### config.mk
export PLATFORM = sky130hd
export DESIGN_NAME = radio_squelch_hysteresis_core_flat
export DESIGN_NICKNAME = d
export VERILOG_FILES = /design/src/hw/rtl/rsh_pkg.sv /design/src/hw/rtl/rsh_if.sv /design/src/hw/rtl/rsh_cfg_regs.sv /design/src/hw/rtl/rsh_decide.sv /design/src/hw/rtl/radio_squelch_hysteresis_core.sv /design/src/flat_wrapper.sv
export SDC_FILE = /design/constraint.sdc
export NUM_CORES = 1
export LEC_CHECK = 0
export ABC_CLOCK_PERIOD_IN_PS = 11500
export BUFFER_PORTS_ARGS = -buffer_cell sky130_fd_sc_hd__buf_4
export CELL_PAD_IN_SITES_DETAIL_PLACEMENT = 1
export CELL_PAD_IN_SITES_GLOBAL_PLACEMENT = 1
export CORE_MARGIN = 3
export CORE_UTILIZATION = 50
export DETAILED_ROUTE_END_ITERATION = 6
export GPL_TIMING_DRIVEN = 0
export HOLD_SLACK_MARGIN = 0.03
export PLACE_DENSITY = 0.95
export SLEW_MARGIN = 20
export SYNTH_ARGS = -nofsm -noshare
export SYNTH_HDL_FRONTEND = slang
export SYNTH_SLANG_ARGS = --single-unit
### constraint.sdc
create_clock -name clk -period 11.5 [get_ports clk]
set_input_delay 1.725 -clock clk [delete_from_list [all_inputs] [get_ports clk]]
set_output_delay 1.725 -clock clk [all_outputs]
set_load 0.005 [all_outputs]
### src/hw/rtl/rsh_pkg.sv
// Shared types and constants for the radio squelch hysteresis block.
// No dependencies; every other file in hw/rtl imports this package.
package rsh_pkg;

    // Configuration register indexes, in the order of the register map.
    typedef enum logic [2:0] {
        REG_NOISE_FLOOR      = 3'd0,
        REG_NOISE_THRESHOLD  = 3'd1,
        REG_SQUELCH_LEVEL    = 3'd2,
        REG_HIGH_NOISE_LIMIT = 3'd3,
        REG_TAIL_ELIM_ENABLE = 3'd4,
        REG_RX_SUBTONE_CODE  = 3'd5
    } cfg_reg_t;

    localparam int unsigned CFG_INDEX_W = 3;
    localparam int unsigned CFG_DATA_W  = 16;

    // Register reset values.
    localparam logic [8:0]  NOISE_FLOOR_RST      = 9'd62;
    localparam logic [7:0]  NOISE_THRESHOLD_RST  = 8'd0;
    localparam logic [3:0]  SQUELCH_LEVEL_RST    = 4'd0;
    localparam logic [7:0]  HIGH_NOISE_LIMIT_RST = 8'd64;
    localparam logic        TAIL_ELIM_ENABLE_RST = 1'b0;
    localparam logic [15:0] RX_SUBTONE_CODE_RST  = 16'd0;

    // Hysteresis offsets, all applied in 8-bit wrapping arithmetic.
    localparam logic [7:0]  NOISE_HYST_UP     = 8'd8;
    localparam logic [7:0]  NOISE_HYST_DOWN   = 8'hF8;
    localparam logic [7:0]  LEVEL_HYST_DOWN   = 8'hFE;
    localparam logic [7:0]  LEVEL_HYST_UP     = 8'd2;
    localparam logic [7:0]  LEVEL_STEP        = 8'd12;
    // Minus one S-level step, so that level 1 maps to a threshold of zero.
    localparam logic [7:0]  LEVEL_BASE        = 8'd244;
    localparam logic [7:0]  LEVEL_SAT         = 8'd255;
    localparam logic [2:0]  TRIP_LIMIT        = 3'd3;
    localparam logic [3:0]  SQUELCH_ALWAYS    = 4'd0;
    localparam logic [3:0]  SQUELCH_NOISE     = 4'd1;
    localparam logic [15:0] SUBTONE_NONE      = 16'd0;
    localparam logic [15:0] SUBTONE_LATCHING  = 16'd1050;

    typedef struct packed {
        logic [8:0]  noise_floor;
        logic [7:0]  noise_threshold;
        logic [3:0]  squelch_level;
        logic [7:0]  high_noise_limit;
        logic        tail_elim_enable;
        logic [15:0] rx_subtone_code;
    } cfg_t;

    typedef struct packed {
        logic [8:0] rssi_raw;
        logic [7:0] excess_noise;
        logic       subtone_heard;
        logic       open_pause;
        logic       tail_tone_heard;
        logic       tail_timer_running;
        logic       data_mode_active;
        logic       vfo_is_active;
        logic       monitor_override;
    } meas_t;

    typedef struct packed {
        logic signal_present;
        logic squelch_open;
        logic subtone_bypass;
    } result_t;

endpackage

### src/hw/rtl/rsh_if.sv
// Valid/ready channel interfaces for measurement words and result words.
// Depends on rsh_pkg for the payload types.
interface rsh_meas_if
    import rsh_pkg::*;
();
    logic  valid;
    logic  ready;
    meas_t data;

    modport source (output valid, output data, input ready);
    modport sink   (input valid, input data, output ready);
endinterface

interface rsh_result_if
    import rsh_pkg::*;
();
    logic    valid;
    logic    ready;
    result_t data;

    modport source (output valid, output data, input ready);
    modport sink   (input valid, input data, output ready);
endinterface

### src/hw/rtl/rsh_cfg_regs.sv
// Configuration register file for the squelch block, written through a plain port.
// Depends on rsh_pkg for the register map and the cfg_t struct.
module rsh_cfg_regs
    import rsh_pkg::*;
(
    input  logic                   clk,
    input  logic                   rst_n,
    input  logic                   wr_en,
    input  logic [CFG_INDEX_W-1:0] wr_index,
    input  logic [CFG_DATA_W-1:0]  wr_data,
    output cfg_t                   cfg
);

    cfg_t cfg_reg;
    cfg_t cfg_next;

    always_comb
    begin
        cfg_next = cfg_reg;
        if (wr_en)
        begin
            case (cfg_reg_t'(wr_index))
                REG_NOISE_FLOOR:      cfg_next.noise_floor      = wr_data[8:0];
                REG_NOISE_THRESHOLD:  cfg_next.noise_threshold  = wr_data[7:0];
                REG_SQUELCH_LEVEL:    cfg_next.squelch_level    = wr_data[3:0];
                REG_HIGH_NOISE_LIMIT: cfg_next.high_noise_limit = wr_data[7:0];
                REG_TAIL_ELIM_ENABLE: cfg_next.tail_elim_enable = wr_data[0];
                REG_RX_SUBTONE_CODE:  cfg_next.rx_subtone_code  = wr_data[15:0];
                default:              cfg_next = cfg_reg;
            endcase
        end
    end

    always_ff @(posedge clk or negedge rst_n)
    begin
        if (!rst_n)
        begin
            cfg_reg.noise_floor      <= NOISE_FLOOR_RST;
            cfg_reg.noise_threshold  <= NOISE_THRESHOLD_RST;
            cfg_reg.squelch_level    <= SQUELCH_LEVEL_RST;
            cfg_reg.high_noise_limit <= HIGH_NOISE_LIMIT_RST;
            cfg_reg.tail_elim_enable <= TAIL_ELIM_ENABLE_RST;
            cfg_reg.rx_subtone_code  <= RX_SUBTONE_CODE_RST;
        end
        else
        begin
            cfg_reg <= cfg_next;
        end
    end

    assign cfg = cfg_reg;

endmodule

### src/hw/rtl/rsh_decide.sv
// Carrier hysteresis, noise trip counter and squelch gate decision.
// Depends on rsh_pkg; holds the per-channel state, updated when a word advances.
module rsh_decide
    import rsh_pkg::*;
(
    input  logic    clk,
    input  logic    rst_n,
    input  cfg_t    cfg,
    input  meas_t   meas,
    input  logic    advance,
    output result_t res
);

    logic       carrier_reg;
    logic       carrier_next;
    logic [2:0] trip_count_reg;
    logic [2:0] trip_count_next;
    logic       tone_reg;
    logic       tone_next;
    logic       bypass_reg;
    logic       bypass_next;

    logic [9:0] diff;
    logic [7:0] level_sig;
    logic       carrier_mid;
    logic [7:0] target_noise;
    logic [7:0] target_lvl;
    logic       trig_lvl;
    logic       trig_noise;
    logic       open;

    always_comb
    begin
        carrier_next    = carrier_reg;
        trip_count_next = trip_count_reg;
        tone_next       = tone_reg;
        bypass_next     = bypass_reg;
        carrier_mid     = carrier_reg;
        open            = 1'b1;

        // Level above the noise floor, clamped to one byte.
        diff = {1'b0, meas.rssi_raw} - {1'b0, cfg.noise_floor};
        if (diff[9])
            level_sig = 8'd0;
        else if (diff[8])
            level_sig = LEVEL_SAT;
        else
            level_sig = diff[7:0];

        target_noise = 8'd0;
        target_lvl   = 8'd0;
        trig_lvl     = 1'b0;
        trig_noise   = 1'b0;

        if (meas.open_pause)
        begin
            carrier_next = 1'b1;
            open         = 1'b1;
        end
        else
        begin
            // Sustained high noise without subtone drops the carrier on the fifth tick.
            if ((meas.excess_noise > cfg.high_noise_limit) && !tone_reg)
            begin
                if (trip_count_reg > TRIP_LIMIT)
                begin
                    carrier_mid     = 1'b0;
                    trip_count_next = 3'd0;
                end
                else
                begin
                    trip_count_next = trip_count_reg + 3'd1;
                end
            end
            else
            begin
                trip_count_next = 3'd0;
            end

            tone_next = meas.subtone_heard;

            target_noise = cfg.noise_threshold +
                           (carrier_mid ? NOISE_HYST_UP : NOISE_HYST_DOWN);
            target_lvl = 8'({4'd0, cfg.squelch_level} * LEVEL_STEP) + LEVEL_BASE +
                         (carrier_mid ? LEVEL_HYST_DOWN : LEVEL_HYST_UP);
            if (carrier_mid)
            begin
                trig_lvl   = level_sig < target_lvl;
                trig_noise = meas.excess_noise > target_noise;
            end
            else
            begin
                trig_lvl   = level_sig > target_lvl;
                trig_noise = meas.excess_noise < target_noise;
            end

            carrier_next = carrier_mid;
            if (trig_noise && ((cfg.squelch_level == SQUELCH_NOISE) || trig_lvl))
                carrier_next = !carrier_mid;

            if ((cfg.tail_elim_enable && meas.tail_tone_heard) || meas.tail_timer_running)
            begin
                open = 1'b0;
            end
            else if (!meas.data_mode_active && meas.vfo_is_active &&
                     ((cfg.squelch_level == SQUELCH_ALWAYS) || meas.monitor_override))
            begin
                open = 1'b1;
            end
            else if ((cfg.rx_subtone_code != SUBTONE_NONE) && !bypass_reg)
            begin
                open = meas.subtone_heard;
                if (meas.subtone_heard && (cfg.rx_subtone_code == SUBTONE_LATCHING))
                    bypass_next = 1'b1;
            end
            else
            begin
                open = carrier_next;
            end

            if (!carrier_next)
                bypass_next = 1'b0;
        end
    end

    always_ff @(posedge clk or negedge rst_n)
    begin
        if (!rst_n)
        begin
            carrier_reg    <= 1'b0;
            trip_count_reg <= 3'd0;
            tone_reg       <= 1'b0;
            bypass_reg     <= 1'b0;
        end
        else if (advance)
        begin
            carrier_reg    <= carrier_next;
            trip_count_reg <= trip_count_next;
            tone_reg       <= tone_next;
            bypass_reg     <= bypass_next;
        end
    end

    assign res.signal_present = carrier_next;
    assign res.squelch_open   = open;
    assign res.subtone_bypass = bypass_next;

    // The trip counter wraps back to zero on its fifth count.
    assert property (@(posedge clk) disable iff (!rst_n) trip_count_reg <= 3'd4)
        else $error("noise trip counter exceeded four");

    // The subtone bypass is only ever held while a carrier is present.
    assert property (@(posedge clk) disable iff (!rst_n) bypass_reg |-> carrier_reg)
        else $error("subtone bypass set without carrier");

    // An open pause word always leaves the carrier flag set.
    assert property (@(posedge clk) disable iff (!rst_n)
                     (advance && meas.open_pause) |=> carrier_reg)
        else $error("carrier not set after open pause");

endmodule

### src/hw/rtl/radio_squelch_hysteresis_core.sv
// Top level of the radio squelch hysteresis block.
// Depends on rsh_pkg, rsh_if, rsh_cfg_regs and rsh_decide.
//
// Measurement words arrive on the meas channel (valid/ready), one per receiver
// tick, with the raw RSSI, the excess-noise reading and the qualifier flags. For
// every accepted word exactly one result word leaves on the result channel with
// the carrier flag, the squelch-open decision and the subtone bypass flag. The
// configuration registers are written through wr_en / wr_index / wr_data and
// take effect on the next word; write them only while no word is in flight.
// A word is captured in an input register at the accepting edge, evaluated by
// the decision logic in the next cycle and loaded into the result register when
// the decision stage advances, which a stalled result register holds off. One
// word is taken every cycle while the receiver keeps ready high; the carrier
// state is updated as each word passes the decision stage, so consecutive words
// see each other's effect with no bubble.
// Reset loads the register defaults and clears the carrier, trip counter, tone
// and bypass state and both stage valids. When the receiver holds ready low, the
// result register keeps its word, the input register keeps the next one, and
// meas.ready drops once both are full.
module radio_squelch_hysteresis_core
    import rsh_pkg::*;
(
    input  logic                   clk,
    input  logic                   rst_n,
    rsh_meas_if.sink               meas,
    rsh_result_if.source           result,
    input  logic                   wr_en,
    input  logic [CFG_INDEX_W-1:0] wr_index,
    input  logic [CFG_DATA_W-1:0]  wr_data
);

    cfg_t    cfg;
    meas_t   meas_reg;
    logic    meas_valid_reg;
    logic    meas_valid_next;
    result_t res;
    result_t result_reg;
    logic    result_valid_reg;
    logic    result_valid_next;
    logic    advance;
    logic    take;

    rsh_cfg_regs u_cfg_regs (
        .clk      (clk),
        .rst_n    (rst_n),
        .wr_en    (wr_en),
        .wr_index (wr_index),
        .wr_data  (wr_data),
        .cfg      (cfg)
    );

    // The decision stage moves a word on whenever the result register is
    // free or being emptied this cycle; the state advances with it.
    assign advance    = meas_valid_reg && (!result_valid_reg || result.ready);
    assign meas.ready = !meas_valid_reg || advance;
    assign take       = meas.valid && meas.ready;

    rsh_decide u_decide (
        .clk     (clk),
        .rst_n   (rst_n),
        .cfg     (cfg),
        .meas    (meas_reg),
        .advance (advance),
        .res     (res)
    );

    always_comb
    begin
        meas_valid_next = meas_valid_reg;
        if (take)
            meas_valid_next = 1'b1;
        else if (advance)
            meas_valid_next = 1'b0;

        result_valid_next = result_valid_reg;
        if (advance)
            result_valid_next = 1'b1;
        else if (result.ready)
            result_valid_next = 1'b0;
    end

    always_ff @(posedge clk or negedge rst_n)
    begin
        if (!rst_n)
        begin
            meas_valid_reg   <= 1'b0;
            result_valid_reg <= 1'b0;
        end
        else
        begin
            meas_valid_reg   <= meas_valid_next;
            result_valid_reg <= result_valid_next;
        end
    end

    // Payload registers carry no reset.
    always_ff @(posedge clk)
    begin
        if (take)
            meas_reg <= meas.data;
        if (advance)
            result_reg <= res;
    end

    assign result.valid = result_valid_reg;
    assign result.data  = result_reg;

    // A word that leaves the decision stage shows up as a valid result.
    assert property (@(posedge clk) disable iff (!rst_n) advance |=> result_valid_reg)
        else $error("advanced word did not reach the result register");

    // A stalled result is not overwritten by the decision stage.
    assert property (@(posedge clk) disable iff (!rst_n)
                     (result_valid_reg && !result.ready) |-> !advance)
        else $error("decision stage advanced into a stalled result");

    // The input register never drops a word it has not passed on.
    assert property (@(posedge clk) disable iff (!rst_n)
                     (meas_valid_reg && !advance) |=> meas_valid_reg)
        else $error("input word lost while waiting");

endmodule
### src/flat_wrapper.sv
// flat-port wrapper written by rule: the top's interface ports become plain ports
module radio_squelch_hysteresis_core_flat import rsh_pkg::*;
  (clk, rst_n, wr_en, wr_index, wr_data, meas_valid, meas_data, meas_ready, result_valid, result_data, result_ready);
  rsh_meas_if meas_i ();
  rsh_result_if result_i ();
  input  logic clk;
  input  logic rst_n;
  input  logic wr_en;
  input  logic [CFG_INDEX_W-1:0] wr_index;
  input  logic [CFG_DATA_W-1:0] wr_data;
  input wire logic [$bits(meas_i.valid)-1:0] meas_valid;
  input wire logic [$bits(meas_i.data)-1:0] meas_data;
  output wire logic [$bits(meas_i.ready)-1:0] meas_ready;
  output wire logic [$bits(result_i.valid)-1:0] result_valid;
  output wire logic [$bits(result_i.data)-1:0] result_data;
  input wire logic [$bits(result_i.ready)-1:0] result_ready;
  assign meas_i.valid = meas_valid;
  assign meas_i.data = meas_data;
  assign meas_ready = meas_i.ready;
  assign result_valid = result_i.valid;
  assign result_data = result_i.data;
  assign result_i.ready = result_ready;
  radio_squelch_hysteresis_core u_core (.clk(clk), .rst_n(rst_n), .meas(meas_i), .result(result_i), .wr_en(wr_en), .wr_index(wr_index), .wr_data(wr_data));
endmodule
; Word-level counts from Yosys, hierarchy flattened
; Cells that the tools add are included.
[word_totals]
ff_bits = 81
output_inout_bits = 5
word_cells = 105
[classes]
add_sub_neg = 5
mul = 1
magnitude_cmp = 6
eq_ne = 7
n_mux = 29
bitwise = 1
n_reduce_logical = 32
[ops]
columns = cell, count
row1 = 8-bit two-way mux, 4
row2 = 8-bit greater-than comparator, 3
row3 = 1-bit two-way mux, 23
row4 = 8-bit adder, 2
row5 = 16-bit by 11-bit == test with 1-bit output (second input constant), 1
row6 = 8-bit < comparator, 2
row7 = 16-bit nonzero test, 1
row8 = 2-bit AND reduction, 7
row9 = 9-bit by 9-bit subtractor with 10-bit output, 1
row10 = 1-bit logical AND, 9
row11 = 8-bit adder (second input constant), 1
row12 = 3-bit by 2-bit == test with 1-bit output (second input constant), 2
row13 = 3-bit == test (second input constant), 2
row14 = 1-bit logical NOT, 6
row15 = 4-bit by 2-bit multiplier with 6-bit output (second input constant), 1
row16 = 3-bit two-way mux, 2
row17 = 1-bit logical OR, 5
row18 = 4-bit by 1-bit == test with 1-bit output (second input constant), 1
row19 = 4-bit logical NOT, 1
row20 = 2-bit nonzero test, 2
row21 = 3-bit by 1-bit adder with 3-bit output (second input constant), 1
row22 = 3-bit by 1-bit == test with 1-bit output (second input constant), 1
row23 = 3-bit by 2-bit greater-than comparator with 1-bit output (second input constant), 1
row24 = 3-bit logical NOT, 1
row25 = 1-bit NOT, 1

; Depth between registers and ports, before layout
; Gate-level depths: netlist (run 1).
[logic_depth]
word_depth = 16
mapped_depth = 21
ltp_nobuf = 21

; By module
; From an unflattened synthesis (run 1), not the netlist that was laid out.
[unflattened]
cells_unflattened = 383
area_unflattened_um2 = 4630.7
[by_module_without_submodules]
columns = module, instances, cells_each, area_each_um2, seq_area_each_um2
row1 = rsh_decide, 1, 247, 1938.1, 150.1
row2 = rsh_cfg_regs, 1, 101, 1778.0, 1158.6
row3 = radio_squelch_hysteresis_core, 1, 35, 914.6, 860.8

; Least setup slack after synthesis (run 1)
; No wires, ideal clock.
[synth_timing]
path_type = flip-flop to flip-flop
startpoint = register u_core.meas_reg[12] in the netlist's numbering
endpoint = register u_core.result_reg (netlist bit u_core.result.data[0]), data pin
arrival_time_ns = 4.106
required_ns = 11.349
path_slack_ns = 7.243
path_stages_with_launch = 21
n_path_buf = 0
synth_period_minus_slack_ns = 4.257
cell_sequence = edfxtp_1 ha_1 a21o_1 a21oi_1 nor2b_1 o31ai_2 nand2_2 inv_2 ha_1 ha_1 fa_1 a21o_1 a21oi_1 xor2_1 xnor2_1 ha_1 nand4_1 nor2_1 a41o_1 a32o_2 a31oi_2
[synth_between]
elab_chain_len = 15
[synth_lines]
columns = item, line_no
row1 = from (decl), radio_squelch_hysteresis_core.sv:33  ; meas_t meas_reg;
row2 = from (signal assigned), radio_squelch_hysteresis_core.sv:100  ; meas_reg <= meas.data;
row3 = 8-bit greater-than comparator, rsh_decide.sv:63  ; if ((meas.excess_noise > cfg.high_noise_limit) && !tone_reg)
row4 = 1-bit logical AND, rsh_decide.sv:63
row5 = 1-bit two-way mux, rsh_decide.sv:63
row6 = 1-bit two-way mux, rsh_decide.sv:55  ; if (meas.open_pause)
row7 = 8-bit two-way mux, rsh_decide.sv:85  ; (carrier_mid ? LEVEL_HYST_DOWN : LEVEL_HYST_UP);
row8 = 8-bit adder, rsh_decide.sv:84  ; target_lvl = 8'({4'd0, cfg.squelch_level} * LEVEL_STEP) + LEVEL_BASE +
row9 = 8-bit greater-than comparator or 8-bit < comparator (tied branches), "rsh_decide.sv:93, rsh_decide.sv:88"
row10 = 1-bit two-way mux, rsh_decide.sv:86  ; if (carrier_mid)
row11 = 1-bit two-way mux, rsh_decide.sv:55
row12 = 1-bit logical OR, rsh_decide.sv:98  ; if (trig_noise && ((cfg.squelch_level == SQUELCH_NOISE) || trig_lvl))
row13 = 1-bit logical AND, rsh_decide.sv:98
row14 = 1-bit two-way mux (*), rsh_decide.sv:98
row15 = 1-bit two-way mux (*), rsh_decide.sv:55
row16 = 1-bit two-way mux (*), rsh_decide.sv:121  ; if (!carrier_next)
row17 = 1-bit two-way mux (*), rsh_decide.sv:55
row18 = named net u_core.u_decide.bypass_next, rsh_decide.sv:21  ; logic bypass_next;
row19 = to (signal assigned), radio_squelch_hysteresis_core.sv:102  ; result_reg <= res;
row20 = to (decl), radio_squelch_hysteresis_core.sv:37  ; result_t result_reg;
; The timed path passes the listed nets; every way through them passes the cells marked *. The select of a mux whose other input is x is not followed.
; A chain may end at the register's enable or synchronous reset.

; Final worst setup path (run 1)
[layout_timing]
startpoint = register u_core.meas_reg[8] in the netlist's numbering
endpoint = register u_core.result_reg (netlist bit u_core.result.data[2]), data pin
[layout_between]
elab_chain_len = 14
[layout_lines]
columns = item, line_no
row1 = 8-bit greater-than comparator, rsh_decide.sv:63
row2 = 1-bit logical AND, rsh_decide.sv:63
row3 = 1-bit two-way mux, rsh_decide.sv:63
row4 = 1-bit two-way mux, rsh_decide.sv:55
row5 = 8-bit two-way mux, rsh_decide.sv:85
row6 = 8-bit adder, rsh_decide.sv:84
row7 = 8-bit greater-than comparator or 8-bit < comparator (tied branches), "rsh_decide.sv:93, rsh_decide.sv:88"
row8 = 1-bit two-way mux, rsh_decide.sv:86
row9 = 1-bit two-way mux, rsh_decide.sv:55
row10 = 1-bit logical OR, rsh_decide.sv:98
row11 = 1-bit logical AND, rsh_decide.sv:98
row12 = 1-bit two-way mux (*), rsh_decide.sv:98
row13 = 1-bit two-way mux (*) (2 in series), rsh_decide.sv:55
row14 = named net u_core.u_decide.carrier_next, rsh_decide.sv:15  ; logic carrier_next;
; Marks and branches as above.

==> results of run 1 <==
## report_power, final
group / internal (µW) / switching, µW / leakage (µW)
clock network: 100 / 119 / 0.0000992
logic: 230 / 287 / 0.00134
registers: 351 / 34.2 / 0.000902
## stage by stage
stage	hold WS (ns)	worst slack, ns	power (µW)	area (µm²)	utilization (%)
floorplan	0.4400	7.243	743.3	4538	-
global placement	0.4587	6.723	841.8	5056	57.70
detailed placement	0.4990	6.524	897.4	5056	57.70
CTS	0.5211	6.463	1127	5263	60.05
global route	0.5357	6.128	1212	5264	60.07
finish	0.5173	6.460	1121	5264	60.07
## cells in the mapped netlist, types with 3 or more instances
library cell / instances / area [µm²]
dfrtp_1: 48 / 1201
ha_1: 47 / 588.1
inv_1: 34 / 127.6
mux2_2: 32 / 360.4
nand2_1: 32 / 120.1
edfxtp_1: 27 / 810.8
o21ai_0: 23 / 115.1
a21oi_1: 20 / 100.1
nor2_1: 13 / 48.80
xnor2_1: 13 / 113.9
a21o_1: 8 / 60.06
nor2b_1: 8 / 50.05
nand2b_1: 7 / 43.79
xor2_1: 7 / 61.31
dfstp_2: 6 / 157.7
nand4_1: 6 / 37.54
a21boi_0: 5 / 37.54
clkbuf_1: 5 / 18.77
o211ai_1: 5 / 37.54
o21a_1: 5 / 37.54
nor3_1: 4 / 20.02
nor4_1: 4 / 25.02
a31oi_1: 3 / 18.77
fa_1: 3 / 60.06
nand3_1: 3 / 15.01
o32ai_1: 3 / 26.28
## worst register-to-register path, stage by stage, from the launching register on
cell	delay [ns]
edfxtp_1	0.44
ha_1	0.33
nor2b_1	0.13
o211ai_1	0.18
a21oi_1	0.13
o31ai_2	0.36
nand2_2	0.23
inv_2	0.21
ha_1	0.26
ha_1	0.23
fa_1	0.42
a21o_1	0.18
a21oi_1	0.18
xor2_1	0.22
xnor2_1	0.13
ha_1	0.32
nand4_1	0.13
nor2_1	0.16
a41o_1	0.19
a32o_2	0.23
nand3_1	0.11
## path summary, 6_finish.rpt
| kind | slack (ns) | end | cells past startpoint | start |
|---|---|---|---|---|
| worst min-delay path | 0.52 | u_core.u_cfg_regs.cfg[18] | 1 | u_core.u_cfg_regs.cfg[18] |
| worst max register to register | 6.46 | u_core.result.data[2] | 20 | u_core.meas_reg[8] |
| min in group asynchronous | 1.40 | u_core.u_decide.trip_count_reg[0] | 1 | rst_n |
| worst min register to register | 0.52 | u_core.u_cfg_regs.cfg[18] | 1 | u_core.u_cfg_regs.cfg[18] |
| worst max-delay path | 6.46 | u_core.result.data[2] | 20 | u_core.meas_reg[8] |
| max in group asynchronous | 9.63 | u_core.u_cfg_regs.cfg[43] | 1 | rst_n |
## kinds of logic after synthesis
kind of cell	count (synthesis)	synth area share, %
adder cells (fa/ha/maj)	50	14.28
AO/OA/AOI/OAI	83	12.02
flip-flops	81	47.81
AND/OR/NAND/NOR	92	10.56
buffers and inverters	40	3.308
XOR/XNOR	20	3.860
multiplexers	33	8.161
## per-layer routing
layer / up-vias / global-route usage (%) / wire length [µm]
met4: 0 / 10.43 / 381
met5: - / 0 / 0
met3: 37 / 3.444 / 382
met1: 1676 / 30.36 / 4955
met2: 86 / 43.41 / 6144
li1: 1551 / - / -
## final cells by class
| type | instances | area share (%) |
|---|---|---|
| multi-input cells | 278 | 42.17 |
| inverters | 35 | 2.496 |
| well taps | 108 | 2.567 |
| clock inverters | 5 | 0.8319 |
| flip-flops and latches | 81 | 41.22 |
| plain buffers | 5 | 0.3565 |
| clock buffers | 11 | 3.090 |
| repair buffers | 51 | 7.274 |
==> metrics.cfg, run 1 <==
[placement]
hpwl_um = 8840
place_inst = 558
gp_congestion = 0.8033
io_buffers = 51

[worst_setup_path]
path_class = reg2reg
crit_buf_inv = 1
critPathMaxStageDelay_ns = 0.44
cp_top_family = adder cells
crit_path_end_kind = flop
cpMaxStageDelayCell = edfxtp_1
cp.required_ns = 11.60
cpMostUsedCell = ha_1
worstSetupStartpointType = flop
path_max_fanout = 7
crit_arrival_ns = 5.14
cp_cell_sequence = ha_1 -> nor2b_1 -> o211ai_1 -> a21oi_1 -> o31ai_2 -> nand2_2 -> inv_2 -> ha_1 -> ha_1 -> fa_1 -> a21o_1 -> a21oi_1 -> xor2_1 -> xnor2_1 -> ha_1 -> nand4_1 -> nor2_1 -> a41o_1 -> a32o_2 -> nand3_1

[yosys]
ys.flop_type = dfrtp_1
synth.avg_cell_area_um2 = 11.37
synth.yosys.seq_area_share_pct = 47.81
synth_edf_count = 27
synth_area_um2 = 4538
syn-instance-count = 399
async_reset_ff_share_pct = 66.67
ys_seq_elements = 81
yosysUniqueCellTypes = 48
ys_warn_count = 0
syn_nets = 497

[grt]
grt_overflow = 0
grt_max_degree = 55
antenna_found_initial = 0
grt_pass1_wl_um = 19330
grt_pass1_vias = 3809
grt_use_total_pct = 24.69

[routing]
vias_per_cell = 5.836
drtIter0Drc = 102
firstDrtPassIters = 4
drc = 0
ant_nets = 0
num_vias = 3350
drt_wl_total_um = 11860
wl_per_cell_um = 20.67

[hold_path]
holdCritPathClass = reg2reg

[timing]
worstMarginPinSlew_ns = 0.8067
skew_ns = 0.009126
rsz0062_at_grt = false
post-route-min-period_ns = 5.040
min_period_over_period_pct = 43.82
fmax_ghz = 0.1984
finalSetupViolCount = 0
report.final.hold_viol_count = 0
slew_headroom_pct = 46.08
tns_ns = 0
drv_slew = 0

[clock_network]
root_buffer = clkbuf_8
cts_buffers = 9
clk_path_buf_depth = 2
hold_buffers = 0
cts.sink_count = 81
ctsResizeCount = 0
clock_latency_ns = 0.36
cts_setup_buffers = 0
cts.htree.levels = 3
cts_tree = yes
clkSlewWorstSetupHoldPaths_ns = 0.09

[power_and_ir_drop]
powerDensity_nw_per_um2 = 212.9
leakage_uw = 0.002346
peakVddDrop_mv = 0.09995

[die]
die_y_um = 101.3
dieArea_um2 = 10260
initial_core_util_pct = 51.78
rows = 34
chipWidth_um = 101.3
fp.coreArea_um2 = 8763
ios = 53

[finish]
final_common_cell = buf_4
largest_reg_flops = 46
multiInputGateArea_um2 = 2220
final_cells = 574
area_growth_pct = 15.99
fillers = 952
diodes = 0
final_cell_mix = buf_4 (51), dfrtp_1 (48), ha_1 (47)
seqCellArea_um2 = 2170
nets = 559
drive_above_1_share_pct = 24.68

[run_status]
status = finished, final reports clean

[flow_run]
drv_cap = 0

Note: power is estimated with default switching activity, not from simulation.
==> run 2: changes to the inputs <==
- ABC_CLOCK_PERIOD_IN_PS: 11500 -> 4200
- CORE_UTILIZATION: 50 -> 42
- PLACE_DENSITY: 0.95 -> 0.86
- clock period: 11.5 -> 4.2 ns (I/O delays scaled with it)
==> run 2 against run 1 <==
  * Worst hold slack got worse by 0.21 ns
  * Largest cell class unchanged
  * The run now ends with setup timing left
  * Maximum frequency rose by 12%
  * Final area grew 4.9%
  * Sequential power grew to 2.7 times the previous value
  * Non-clock buffer count increased by 15
==> metrics.cfg, run 2 (same netlist as run 1, synthesis figures left out) <==
[run_status]
status = finished, violations left
failed_checks = setup timing

[timing]
slew_headroom_pct = 46.96
report.final.hold_viol_count = 0
rsz0062_at_grt = true
fmax_ghz = 0.2216
skew_ns = 0.01091
finalSetupViolCount = 5
drv_slew = 0
hold_slack_ns = 0.3089
post-route-min-period_ns = 4.513
worstMarginPinSlew_ns = 0.7936
min_period_over_period_pct = 107.5
fin_ws_ns = -0.3131

[clock_network]
clock_latency_ns = 0.36
clkSlewWorstSetupHoldPaths_ns = 0.08
cts_buffers = 9
cts_tree = yes
cts.sink_count = 81
clk_path_buf_depth = 2
cts.htree.levels = 3
root_buffer = clkbuf_8

[grt]
grt_pass1_wl_um = 18780
grt_overflow = 0
grt_pass1_vias = 3782
grt_use_total_pct = 20.81
antenna_found_initial = 0
grt_max_degree = 55

[placement]
io_buffers = 51
gp_congestion = 0.7884
hpwl_um = 8407

[worst_setup_path]
path_max_fanout = 5
crit_arrival_ns = 4.71
path_class = reg2reg
worstSetupStartpointType = flop
crit_path_end_kind = flop
cp.required_ns = 4.40

[finish]
largest_reg_flops = 46
drive_above_1_share_pct = 30.56
nets = 574
diodes = 0
area_growth_pct = 21.70
final_cell_mix = buf_4 (65), dfrtp_1 (48), ha_1 (42)
fillers = 1119
final_core_util_pct = 53.02
final_common_cell = buf_4

[routing]
drc = 0
wl_per_cell_um = 19.41
drt_wl_total_um = 11980
drtIter0Drc = 178
vias_per_cell = 5.493
ant_nets = 0
num_vias = 3389
firstDrtPassIters = 4

[die]
chipWidth_um = 109.9
rows = 37
dieArea_um2 = 12090
ios = 53
fp.coreArea_um2 = 10420
die_y_um = 109.9
initial_core_util_pct = 43.57

[hold_path]
holdCritPathClass = in2async

[power_and_ir_drop]
leakage_uw = 0.002421
powerDensity_nw_per_um2 = 576.7
peakVddDrop_mv = 0.2664

[flow_run]
drv_cap = 0

run 2: final timing paths:
| path | startpoint | depth (start not counted) | slack (ns) | endpoint |
|---|---|---|---|---|
| hold reg to reg | u_core.u_cfg_regs.cfg[16] | 1 | 0.51 | u_core.u_cfg_regs.cfg[16] |
| hold / removal | rst_n | 1 | 0.31 | u_core.u_decide.trip_count_reg[1] |
| max in group asynchronous | rst_n | 1 | 3.40 | u_core.u_cfg_regs.cfg[2] |
| setup / recovery | u_core.meas_reg[8] | 20 | -0.31 | u_core.result.data[0] |
| setup reg to reg | u_core.meas_reg[8] | 20 | -0.31 | u_core.result.data[0] |
| min in group clk | meas_data[11] | 1 | 0.44 | u_core.meas_reg[11] |
run 2: per-stage QoR:
stage	instance area, µm²	TNS, ns	instances	setup slack (ns)	power [µW]
after detailed placement	5101	-2.673	586	-0.5886	2435
after CTS	5420	-0.4721	611	-0.1391	3075
after floorplan	4547	0	399	0.0004974	2055
after global routing	5523	-2.334	617	-0.5150	3413
final	5523	-1.274	617	-0.3131	3185
after global placement	5100	-1.881	586	-0.4312	2323
run 2: area by class of cell:
class | instances | area [µm²] | area share [%]
Multi-Input combinational cell | 278 | 2365 | 42.82
Sequential cell | 81 | 2170 | 39.28
Timing Repair Buffer | 66 | 499.2 | 9.039
Tap cell | 136 | 170.2 | 3.081
Inverter | 35 | 136.4 | 2.469
Clock buffer | 11 | 131.4 | 2.379
Clock inverter | 5 | 32.53 | 0.5890
Buffer | 5 | 18.77 | 0.3398
run 2: layer usage:
metal | wire, µm | vias up | global-route usage [%]
met5 | 0 | - | 0
met4 | 286 | 0 | 9.350
met3 | 324 | 22 | 3.406
met2 | 6415 | 61 | 37.52
met1 | 4952 | 1726 | 24.04
li1 | - | 1580 | -
run 2: timing repair:
item | CTS | global route
pin swaps | 19 | 7
setup endpoints to repair | 5 | 5
resized for setup | 15 | 10
buffers inserted | 9 | 6
hold buffers | 0 | 0
run 2: critical path, stage by stage, from the launching register on:
cell      delay (ns)
edfxtp_1        0.46
ha_4            0.26
nor2b_4         0.12
o211ai_1        0.26
a21oi_4         0.11
o31ai_4         0.29
nand2_4         0.11
inv_6           0.09
ha_4            0.20
ha_4            0.16
fa_2            0.39
a21o_1          0.18
a21oi_2         0.19
xor2_2          0.21
xnor2_1         0.11
ha_1            0.31
nand4_1         0.12
nor2_2          0.06
a41o_1          0.22
a32o_2          0.27
a31oi_2         0.20
run 2: where the power goes:
part / leakage [µW] / internal, µW / switching [µW]
registers: 0.000902 / 962 / 96.9
clock network: 0.0000836 / 215 / 298
logic: 0.00143 / 767 / 847
